### src/hdl/htr_pkg.sv
// Shared types, constants and controller encodings of the hysteresis tachometer core.
package htr_pkg;

    localparam int SAMPLE_W = 12;
    localparam int TIME_W   = 32;
    localparam int RPM_W    = 26;
    localparam int SPEED_W  = 39;
    localparam int ACCEL_W  = 40;
    localparam int PROD_W   = 60;
    localparam int S_DATA_W = 48;
    localparam int M_DATA_W = 144;

    localparam int DIV_NUM_W = 43;
    localparam int DIV_DEN_W = 32;
    localparam int DIV_CNT_W = $clog2(DIV_NUM_W + 1);

    localparam int PI_HALF_W  = 17;
    localparam int SPEED_SHIFT = 17;

    localparam int SPD_DIGIT_W = 4;
    localparam int SPD_STEPS   = 12;
    localparam int SPD_CNT_W   = $clog2(SPD_STEPS + 1);

    localparam logic [RPM_W-1:0]       RPM_NUMERATOR = RPM_W'(60000000);
    localparam logic [2*PI_HALF_W-1:0] PI_Q32        = 34'h3243F6A88;
    localparam logic [DIV_NUM_W-1:0]   SPEED_DIV_ODD = DIV_NUM_W'(15);

    localparam logic [SAMPLE_W-1:0] HIGH_THR_RESET = SAMPLE_W'(3000);
    localparam logic [SAMPLE_W-1:0] LOW_THR_RESET  = SAMPLE_W'(1000);

    localparam logic CFG_HIGH_THR = 1'b0;
    localparam logic CFG_LOW_THR  = 1'b1;

    typedef enum logic [3:0] {
        ST_IDLE,
        ST_RPM_DIV,
        ST_MUL_LO,
        ST_MUL_HI,
        ST_SPD_START,
        ST_SPD_DIV,
        ST_ACC_PREP,
        ST_ACC_START,
        ST_ACC_DIV,
        ST_DONE
    } htr_state_t;

    typedef enum logic [1:0] {
        SEL_RPM,
        SEL_ACC
    } htr_div_sel_t;

    typedef struct packed {
        logic         accept;
        logic         div_start;
        htr_div_sel_t div_sel;
        logic         take_rpm;
        logic         mul_lo;
        logic         mul_hi;
        logic         spd_start;
        logic         take_spd;
        logic         acc_prep;
        logic         take_acc;
        logic         load_out;
    } htr_cmd_t;

    typedef struct packed {
        logic edge_in;
        logic period_in_zero;
        logic period_zero;
        logic div_done;
        logic spd_done;
        logic out_free;
    } htr_stat_t;

endpackage

### src/hdl/htr_div.sv
// Radix-2 restoring divider that retires one quotient bit per clock cycle.
module htr_div (
    input  logic                           aclk,
    input  logic                           aresetn,
    input  logic                           start,
    input  logic [htr_pkg::DIV_NUM_W-1:0]  numerator,
    input  logic [htr_pkg::DIV_DEN_W-1:0]  denominator,
    output logic [htr_pkg::DIV_NUM_W-1:0]  quotient,
    output logic                           done
);
    import htr_pkg::*;

    logic [DIV_NUM_W-1:0] quo_reg;
    logic [DIV_DEN_W-1:0] rem_reg;
    logic [DIV_DEN_W-1:0] den_reg;
    logic [DIV_CNT_W-1:0] cnt_reg;
    logic                 busy_reg;
    logic                 done_reg;

    logic [DIV_DEN_W:0]   trial;
    logic [DIV_DEN_W:0]   diff;
    logic                 fits;

    assign trial = {rem_reg, quo_reg[DIV_NUM_W-1]};
    assign diff  = trial - {1'b0, den_reg};
    assign fits  = (trial >= {1'b0, den_reg});

    always_ff @(posedge aclk) begin
        if (!aresetn) begin
            busy_reg <= 1'b0;
            done_reg <= 1'b0;
            cnt_reg  <= '0;
        end else begin
            done_reg <= 1'b0;
            if (start) begin
                busy_reg <= 1'b1;
                cnt_reg  <= DIV_CNT_W'(DIV_NUM_W);
            end else if (busy_reg) begin
                cnt_reg <= cnt_reg - 1'b1;
                if (cnt_reg == DIV_CNT_W'(1)) begin
                    busy_reg <= 1'b0;
                    done_reg <= 1'b1;
                end
            end
        end
    end

    always_ff @(posedge aclk) begin
        if (start) begin
            quo_reg <= numerator;
            rem_reg <= '0;
            den_reg <= denominator;
        end else if (busy_reg) begin
            rem_reg <= fits ? diff[DIV_DEN_W-1:0] : trial[DIV_DEN_W-1:0];
            quo_reg <= {quo_reg[DIV_NUM_W-2:0], fits};
        end
    end

    assign quotient = quo_reg;
    assign done     = done_reg;

endmodule

### src/hdl/htr_datapath.sv
// Datapath: thresholds, edge detection state, multiplier, speed scaling, shared divider and result register.
module htr_datapath (
    input  logic                          aclk,
    input  logic                          aresetn,
    input  logic                          cfg_we,
    input  logic                          cfg_index,
    input  logic [htr_pkg::SAMPLE_W-1:0]  cfg_data,
    input  logic [htr_pkg::S_DATA_W-1:0]  s_tdata,
    output logic [htr_pkg::M_DATA_W-1:0]  m_tdata,
    output logic                          m_tvalid,
    input  logic                          m_tready,
    input  htr_pkg::htr_cmd_t             cmd,
    output htr_pkg::htr_stat_t            status
);
    import htr_pkg::*;

    logic [SAMPLE_W-1:0] high_thr_reg;
    logic [SAMPLE_W-1:0] low_thr_reg;
    logic                armed_reg;
    logic [TIME_W-1:0]   last_time_reg;
    logic [SPEED_W-1:0]  last_speed_reg;

    logic [TIME_W-1:0]   period_reg;
    logic [RPM_W-1:0]    rpm_reg;
    logic [PROD_W-1:0]   prod_reg;
    logic [SPEED_W-1:0]  speed_reg;
    logic [ACCEL_W-1:0]  accel_reg;
    logic                neg_reg;
    logic [SPEED_W-1:0]  mag_reg;

    logic                out_valid_reg;
    logic [M_DATA_W-1:0] out_data_reg;

    logic [DIV_NUM_W-1:0] spd_quo_reg;
    logic [DIV_NUM_W-1:0] spd_rem_reg;
    logic [SPD_CNT_W-1:0] spd_cnt_reg;
    logic                 spd_busy_reg;
    logic                 spd_done_reg;
    logic [DIV_NUM_W-1:0] spd_rem_hi;
    logic [DIV_NUM_W-1:0] spd_rem_lo;
    logic [DIV_NUM_W-1:0] spd_quo;

    logic [SAMPLE_W-1:0] in_sample;
    logic [TIME_W-1:0]   in_time;
    logic [TIME_W-1:0]   period_in;
    logic                edge_in;

    logic [DIV_NUM_W-1:0] div_num;
    logic [DIV_DEN_W-1:0] div_den;
    logic [DIV_NUM_W-1:0] div_quo;
    logic                 div_done;

    assign in_sample = s_tdata[SAMPLE_W-1:0];
    assign in_time   = s_tdata[SAMPLE_W +: TIME_W];
    assign period_in = in_time - last_time_reg;
    assign edge_in   = armed_reg && (in_sample > high_thr_reg);

    always_ff @(posedge aclk) begin
        if (!aresetn) begin
            high_thr_reg   <= HIGH_THR_RESET;
            low_thr_reg    <= LOW_THR_RESET;
            armed_reg      <= 1'b0;
            last_time_reg  <= '0;
            last_speed_reg <= '0;
            out_valid_reg  <= 1'b0;
        end else begin
            if (cfg_we) begin
                case (cfg_index)
                    CFG_HIGH_THR: high_thr_reg <= cfg_data;
                    CFG_LOW_THR:  low_thr_reg  <= cfg_data;
                    default:      high_thr_reg <= high_thr_reg;
                endcase
            end
            if (cmd.accept) begin
                if (in_sample < low_thr_reg) begin
                    armed_reg <= 1'b1;
                end else if (edge_in) begin
                    armed_reg <= 1'b0;
                end
                if (edge_in) begin
                    last_time_reg <= in_time;
                end
            end
            if (cmd.load_out) begin
                last_speed_reg <= speed_reg;
                out_valid_reg  <= 1'b1;
            end else if (m_tready) begin
                out_valid_reg <= 1'b0;
            end
        end
    end

    // Division by fifteen: since sixteen leaves one over fifteen, each step moves the upper
    // digits of the remainder into the quotient and folds them back onto the low digit.
    assign spd_rem_hi = DIV_NUM_W'(spd_rem_reg[DIV_NUM_W-1:SPD_DIGIT_W]);
    assign spd_rem_lo = DIV_NUM_W'(spd_rem_reg[SPD_DIGIT_W-1:0]);
    assign spd_quo    = spd_quo_reg
                      + {{(DIV_NUM_W-1){1'b0}}, (spd_rem_reg == SPEED_DIV_ODD)};

    always_ff @(posedge aclk) begin
        if (!aresetn) begin
            spd_busy_reg <= 1'b0;
            spd_done_reg <= 1'b0;
            spd_cnt_reg  <= '0;
        end else begin
            spd_done_reg <= 1'b0;
            if (cmd.spd_start) begin
                spd_busy_reg <= 1'b1;
                spd_cnt_reg  <= SPD_CNT_W'(SPD_STEPS);
            end else if (spd_busy_reg) begin
                spd_cnt_reg <= spd_cnt_reg - 1'b1;
                if (spd_cnt_reg == SPD_CNT_W'(1)) begin
                    spd_busy_reg <= 1'b0;
                    spd_done_reg <= 1'b1;
                end
            end
        end
    end

    always_comb begin
        div_num = DIV_NUM_W'(RPM_NUMERATOR);
        div_den = period_in;
        case (cmd.div_sel)
            SEL_RPM: begin
                div_num = DIV_NUM_W'(RPM_NUMERATOR);
                div_den = period_in;
            end
            SEL_ACC: begin
                div_num = DIV_NUM_W'(mag_reg);
                div_den = period_reg;
            end
            default: begin
                div_num = DIV_NUM_W'(RPM_NUMERATOR);
                div_den = period_in;
            end
        endcase
    end

    htr_div u_div (
        .aclk        (aclk),
        .aresetn     (aresetn),
        .start       (cmd.div_start),
        .numerator   (div_num),
        .denominator (div_den),
        .quotient    (div_quo),
        .done        (div_done)
    );

    always_ff @(posedge aclk) begin
        if (cmd.accept && edge_in) begin
            period_reg <= period_in;
            rpm_reg    <= RPM_NUMERATOR;
        end
        if (cmd.take_rpm) begin
            rpm_reg <= div_quo[RPM_W-1:0];
        end
        if (cmd.mul_lo) begin
            prod_reg <= PROD_W'(rpm_reg * PI_Q32[PI_HALF_W-1:0]);
        end
        if (cmd.mul_hi) begin
            prod_reg <= prod_reg
                      + (PROD_W'(rpm_reg * PI_Q32[2*PI_HALF_W-1:PI_HALF_W]) << PI_HALF_W);
        end
        if (cmd.spd_start) begin
            spd_quo_reg <= '0;
            spd_rem_reg <= prod_reg[SPEED_SHIFT +: DIV_NUM_W];
        end else if (spd_busy_reg) begin
            spd_quo_reg <= spd_quo_reg + spd_rem_hi;
            spd_rem_reg <= spd_rem_hi + spd_rem_lo;
        end
        if (cmd.take_spd) begin
            speed_reg <= spd_quo[SPEED_W-1:0];
            accel_reg <= '0;
        end
        if (cmd.acc_prep) begin
            neg_reg <= speed_reg < last_speed_reg;
            mag_reg <= (speed_reg < last_speed_reg) ? (last_speed_reg - speed_reg)
                                                    : (speed_reg - last_speed_reg);
        end
        if (cmd.take_acc) begin
            accel_reg <= neg_reg ? (ACCEL_W'(0) - ACCEL_W'(div_quo[SPEED_W-1:0]))
                                 : ACCEL_W'(div_quo[SPEED_W-1:0]);
        end
        if (cmd.load_out) begin
            out_data_reg <= M_DATA_W'({accel_reg, speed_reg, rpm_reg, period_reg});
        end
    end

    assign m_tdata  = out_data_reg;
    assign m_tvalid = out_valid_reg;

    assign status.edge_in        = edge_in;
    assign status.period_in_zero = (period_in == '0);
    assign status.period_zero    = (period_reg == '0);
    assign status.div_done       = div_done;
    assign status.spd_done       = spd_done_reg;
    assign status.out_free       = !out_valid_reg || m_tready;

endmodule

### src/hdl/htr_ctrl.sv
// Controller state machine that sequences one rising-edge computation.
module htr_ctrl (
    input  logic                aclk,
    input  logic                aresetn,
    input  logic                s_tvalid,
    output logic                s_tready,
    input  htr_pkg::htr_stat_t  status,
    output htr_pkg::htr_cmd_t   cmd
);
    import htr_pkg::*;

    htr_state_t state_reg;
    htr_state_t state_next;

    always_ff @(posedge aclk) begin
        if (!aresetn) begin
            state_reg <= ST_IDLE;
        end else begin
            state_reg <= state_next;
        end
    end

    always_comb begin
        state_next  = state_reg;
        cmd         = '0;
        cmd.div_sel = SEL_RPM;
        s_tready    = 1'b0;
        case (state_reg)
            ST_IDLE: begin
                s_tready = 1'b1;
                if (s_tvalid) begin
                    cmd.accept = 1'b1;
                    if (status.edge_in) begin
                        if (status.period_in_zero) begin
                            state_next = ST_MUL_LO;
                        end else begin
                            cmd.div_start = 1'b1;
                            cmd.div_sel   = SEL_RPM;
                            state_next    = ST_RPM_DIV;
                        end
                    end
                end
            end
            ST_RPM_DIV: begin
                if (status.div_done) begin
                    cmd.take_rpm = 1'b1;
                    state_next   = ST_MUL_LO;
                end
            end
            ST_MUL_LO: begin
                cmd.mul_lo = 1'b1;
                state_next = ST_MUL_HI;
            end
            ST_MUL_HI: begin
                cmd.mul_hi = 1'b1;
                state_next = ST_SPD_START;
            end
            ST_SPD_START: begin
                cmd.spd_start = 1'b1;
                state_next    = ST_SPD_DIV;
            end
            ST_SPD_DIV: begin
                if (status.spd_done) begin
                    cmd.take_spd = 1'b1;
                    if (status.period_zero) begin
                        state_next = ST_DONE;
                    end else begin
                        state_next = ST_ACC_PREP;
                    end
                end
            end
            ST_ACC_PREP: begin
                cmd.acc_prep = 1'b1;
                state_next   = ST_ACC_START;
            end
            ST_ACC_START: begin
                cmd.div_start = 1'b1;
                cmd.div_sel   = SEL_ACC;
                state_next    = ST_ACC_DIV;
            end
            ST_ACC_DIV: begin
                if (status.div_done) begin
                    cmd.take_acc = 1'b1;
                    state_next   = ST_DONE;
                end
            end
            ST_DONE: begin
                if (status.out_free) begin
                    cmd.load_out = 1'b1;
                    state_next   = ST_IDLE;
                end
            end
            default: begin
                state_next = ST_IDLE;
            end
        endcase
    end

endmodule

### src/hdl/hysteresis_tachometer_rpm_core.sv
// Top level of the hysteresis tachometer: controller, datapath and stream ports.
//
// Each input transaction carries one sensor sample and its microsecond timestamp. A sample
// below the low threshold arms the detector; an armed sample above the high threshold is a
// rising edge and produces one result transaction with period, RPM, angular speed and
// angular acceleration. A sample that is not an edge leaves the block ready for the next
// sample. An edge occupies the block from its acceptance to the next possible acceptance:
// the shared radix-2 divider runs 43 steps each for the RPM quotient and the acceleration
// quotient, the speed scaling takes a 12-step shift-and-add division by fifteen, and a
// split multiply, low half then high half, sits in between. With a zero period both
// quotients are skipped. An edge also stalls before loading its result while the previous
// result still waits for m_tready. The result waits in an output register, so the next
// sample is accepted while it is still pending. Configuration writes take effect at once
// and should be made while idle.
module hysteresis_tachometer_rpm_core (
    input  logic                          aclk,
    input  logic                          aresetn,
    input  logic                          cfg_we,
    input  logic                          cfg_index,
    input  logic [htr_pkg::SAMPLE_W-1:0]  cfg_data,
    input  logic                          s_tvalid,
    output logic                          s_tready,
    // Fields from bit 0: sample[11:0], time_us[43:12], zero fill to 48 bits.
    input  logic [htr_pkg::S_DATA_W-1:0]  s_tdata,
    output logic                          m_tvalid,
    input  logic                          m_tready,
    // Fields from bit 0: period_us[31:0], rpm[57:32], speed_rad_s[96:58], accel[136:97].
    output logic [htr_pkg::M_DATA_W-1:0]  m_tdata
);
    import htr_pkg::*;

    htr_cmd_t  cmd;
    htr_stat_t status;

    htr_ctrl u_ctrl (
        .aclk     (aclk),
        .aresetn  (aresetn),
        .s_tvalid (s_tvalid),
        .s_tready (s_tready),
        .status   (status),
        .cmd      (cmd)
    );

    htr_datapath u_dp (
        .aclk      (aclk),
        .aresetn   (aresetn),
        .cfg_we    (cfg_we),
        .cfg_index (cfg_index),
        .cfg_data  (cfg_data),
        .s_tdata   (s_tdata),
        .m_tdata   (m_tdata),
        .m_tvalid  (m_tvalid),
        .m_tready  (m_tready),
        .cmd       (cmd),
        .status    (status)
    );

    a_load_needs_room: assert property (@(posedge aclk) disable iff (!aresetn)
        cmd.load_out |-> status.out_free)
        else $error("Result loaded while the output register is still occupied.");

    a_edge_blocks_input: assert property (@(posedge aclk) disable iff (!aresetn)
        (s_tvalid && s_tready && status.edge_in) |=> !s_tready)
        else $error("Input accepted again before the edge computation finished.");

    a_div_only_when_busy: assert property (@(posedge aclk) disable iff (!aresetn)
        status.div_done |-> !s_tready)
        else $error("Divider finished while the block was idle.");

endmodule
### config.mk
export PLATFORM = sky130hd
export DESIGN_NAME = hysteresis_tachometer_rpm_core
export DESIGN_NICKNAME = d
export VERILOG_FILES = /design/src/hdl/htr_pkg.sv /design/src/hdl/htr_div.sv /design/src/hdl/htr_datapath.sv /design/src/hdl/htr_ctrl.sv /design/src/hdl/hysteresis_tachometer_rpm_core.sv
export SDC_FILE = /design/constraint.sdc
export NUM_CORES = 2
export LEC_CHECK = 0
export CORE_ASPECT_RATIO = 1.2
export CORE_UTILIZATION = 35
export CTS_CLUSTER_SIZE = 10
export DETAILED_ROUTE_END_ITERATION = 7
export DONT_BUFFER_PORTS = 1
export PLACE_DENSITY_LB_ADDON = 0.08
export SYNTH_ARGS = -nofsm -noshare
export SYNTH_HDL_FRONTEND = slang
export SYNTH_HIERARCHICAL = 1
export SYNTH_SLANG_ARGS = --single-unit
export TNS_END_PERCENT = 10
### constraint.sdc
create_clock -name aclk -period 8.9 [get_ports aclk]
set_input_delay 0.89 -clock aclk [delete_from_list [all_inputs] [get_ports aclk]]
set_output_delay 0.89 -clock aclk [all_outputs]
set_load 0.02 [all_outputs]
==> run_results.csv <==
group,metric,value,unit
clocking,hold_buffers,0,
clocking,path_clk_slew,60,ps
grt,antenna_found_initial,1,
floorplanning,chipWidth,353,um
floorplanning,fp.dieH,424,um
place,dp_hpwl,117000,um
final_layout,multi_input_area,0.0305,sq mm
clocking,cts_tree,"yes",
min_path,whs_path_depth,2,
setup_path,path_buf_inv,4,
power,leakagePower,23.7,nW
setup_path,r2r_slack,550,ps
setup_path,critical_path_class,"flip-flop to flip-flop",
clocking,cts_max_path_buffers,3,
job,drv_cap,0,
sta,relSlewSlack,17.1,%
setup_path,timing.critical_path.mode_cell,"a21oi_1",
final_layout,fin_nets,6145,
routing,ant_nets,0,
setup_path,critPathMaxFanout,5,
sta,final_max_slew_viol_count,0,
clocking,cts_made_buffers,84,
setup_path,cpPeakStageDelay,540,ps
synth,synth_top_area_cell,"edfxtp_1",
setup_path,startpoint,"u_dp/rpm_reg[1]",
grt,track_usage,19.9,%
setup_path,start_kind,"flip-flop",
setup_path,crit_slowest_cell,"fa_1",
place,gp_congestion,0.875,
sta,finalSetupTns,0,ps
final_layout,seqCellArea,0.0180,sq mm
floorplanning,rows,154,
synth,synth-edff-count,475,
sta,period_minus_slack,8350,ps
sta,hold_violations,0,
grt,grt_pass1_vias,37800,
power,ir_drop,0.149,mV
synth,syn_inst,5271,
routing,drc,0,
synth,synthesis.area,0.0518,sq mm
place,port_buffers,0,
final_layout,final_cell_mix,"inv_1, ha_1, edfxtp_1",
setup_path,critPathCaptureType,"flip-flop",
run_status,status,"finished, final reports clean",
final_layout,largest_reg_flops,137,
final_layout,num-fill-cells,14800,
sta,skew,36.8,ps
grt,grt_max_degree,126,
setup_path,worstReg2RegStart,"u_dp/rpm_reg[1]",
sta,rsz0062_at_grt,"no",
clocking,htreeDepth,3,
synth,netlist.area_leader.share,27.5,%
clocking,clk_latency,690,ps
floorplanning,start_util,35.3,%
final_layout,layout-drive-gt1-share,5.39,%
grt,grt_pass1_wl,229000,um
grt,grt_overflow,0,
clocking,root_buffer,"clkbuf_16",
final_layout,final_common_cell,"inv_1",
setup_path,rr_worst_depth,33,
setup_path,critPathTopFamily,"adder cells",
setup_path,r2r_end,"u_dp/prod_reg[58]",
final_layout,utilization,38.7,%
synth,syn_area_per_cell,9.83,sq um
min_path,worstHoldStart,"cfg_data[3]",
floorplanning,die_area,0.150,sq mm
sta,worst_pin_slew,1230,ps
floorplanning,io_pins,212,
synth,ys_dominant_reg_cell,"edfxtp_1",
synth,synth_seq_area_share,34.7,%
routing,dr.pass1.iters,5,
routing,drt_iter0_markers,1882,
synth,synth_cell_type_count,100,
floorplanning,core_area,0.147,sq mm
synth,yosys_warnings,6,
routing,avgRoutedWirePerCell,20.4,um
synth,ys_async_sr_fraction,0,%
routing,vias,36800,
routing,via_per_inst,5.06,
synth,synth_area_leaders,"edfxtp_1, ha_1, fa_1",
final_layout,synthToLayoutAreaGrowth,9.67,%
sta,period_share,93.9,%
sta,fmax,120,MHz
sta,setup_viol,0,
min_path,min-delay-path-class,"primary input to flip-flop",
place,placed_area,0.0542,sq mm
synth,yosys_register_bits,661,
setup_path,cp_data_required_time,9330,ps
clocking,clkSinkCount,661,
power,power_density,196,mW/mm^2
min_path,holdPathEnd,"u_dp/high_thr_reg[3]",
routing,routed_wl,149000,um
final_layout,final_design_area_no_fill,0.0568,sq mm
setup_path,crit_arrival,8790,ps
[area by class of cell]
class	count	share of cell area, %
flip-flops and latches	661	31.6
multi-input cells	3716	53.6
inverters	733	4.84
clock inverters	25	0.618
repair buffers	70	0.946
clock buffers	119	4.07
diodes	1	0.00440
well taps	1950	4.29
[repair_timing]
action,CTS,global route
resized for setup,0,2
setup buffers,0,1
endpoints found under the setup margin,0,6
[power breakdown]
group	internal [mW]	leakage [nW]	switching (mW)	total, mW
registers	3.56	5.85	0.271	3.83
logic	1.66	16.6	2.28	3.94
clock network	1.98	1.29	1.38	3.36
total	7.21	23.7	3.93	11.1
[logic make-up after synthesis]
group	synth area share, %
AO/OA/AOI/OAI	13.4
AND/OR/NAND/NOR	12.8
adder cells (fa/ha/maj)	23.4
multiplexers	3.41
XOR/XNOR	5.54
buffers and inverters	6.71
other	0.0145
flip-flops	34.7
[worst reg2reg max path, delay by kind of cell (launching register included)]
kind / cells / cell delay, ps
AO/OA/AOI/OAI: 14 / 2850
XOR/XNOR: 2 / 420
adder cells (fa/ha/maj): 8 / 3510
buffers and inverters: 4 / 220
flip-flops: 1 / 420
AND/OR/NAND/NOR: 5 / 670
[stage by stage]
step                worst slack (ps)  cells  total power [mW]  hold WS (ps)
global route                    22.4   7275              11.9           293
finish                           545   7275              11.1           354
detailed placement               339   7129              7.86           405
floorplan                       1090   5281              6.84           400
global placement                 350   7129              7.85           402
CTS                              312   7273              11.3           252
[layer usage]
layer	up-vias	wire, um	part of all wire, %	global-route usage, %
li1	18200	-	-	-
met1	17900	61000	41	23.1
met2	530	79200	53	37.4
met3	157	4630	3.1	2.64
met4	0	3900	2.6	5.86
met5	-	0	0	0
[worst max path at each step]
| stage | slack, ps | end | cells past startpoint |
|---|---|---|---|
| after floorplan | 1090 | u_dp/prod_reg[58] | 33 |
| after global placement | 350 | u_dp/prod_reg[58] | 33 |
| after detailed placement | 340 | u_dp/prod_reg[58] | 33 |
| after CTS | 310 | u_dp/prod_reg[58] | 33 |
| after global routing | 20 | u_dp/prod_reg[58] | 33 |
| final | 550 | u_dp/prod_reg[58] | 33 |
[synthesized netlist by cell type, types with 19 or more instances]
library cell	count
nand4_1	47
nor2b_1	118
o21bai_1	32
a31oi_1	30
nand3_1	105
nor4_1	26
mux2i_1	119
o21ai_0	247
o211ai_1	32
dfxtp_1	186
and3_1	48
mux2_2	51
o31ai_1	31
edfxtp_1	475
o21a_1	38
and2_1	125
a21oi_1	292
clkbuf_1	137
xnor2_1	213
nand2b_1	70
inv_1	732
ha_1	553
xor2_1	113
or3_1	19
a21boi_0	21
a21o_1	144
fa_1	260
nor2_1	248
nand2_1	386
a211oi_1	58
nor3_1	52
(Power assumes the default switching activity.)
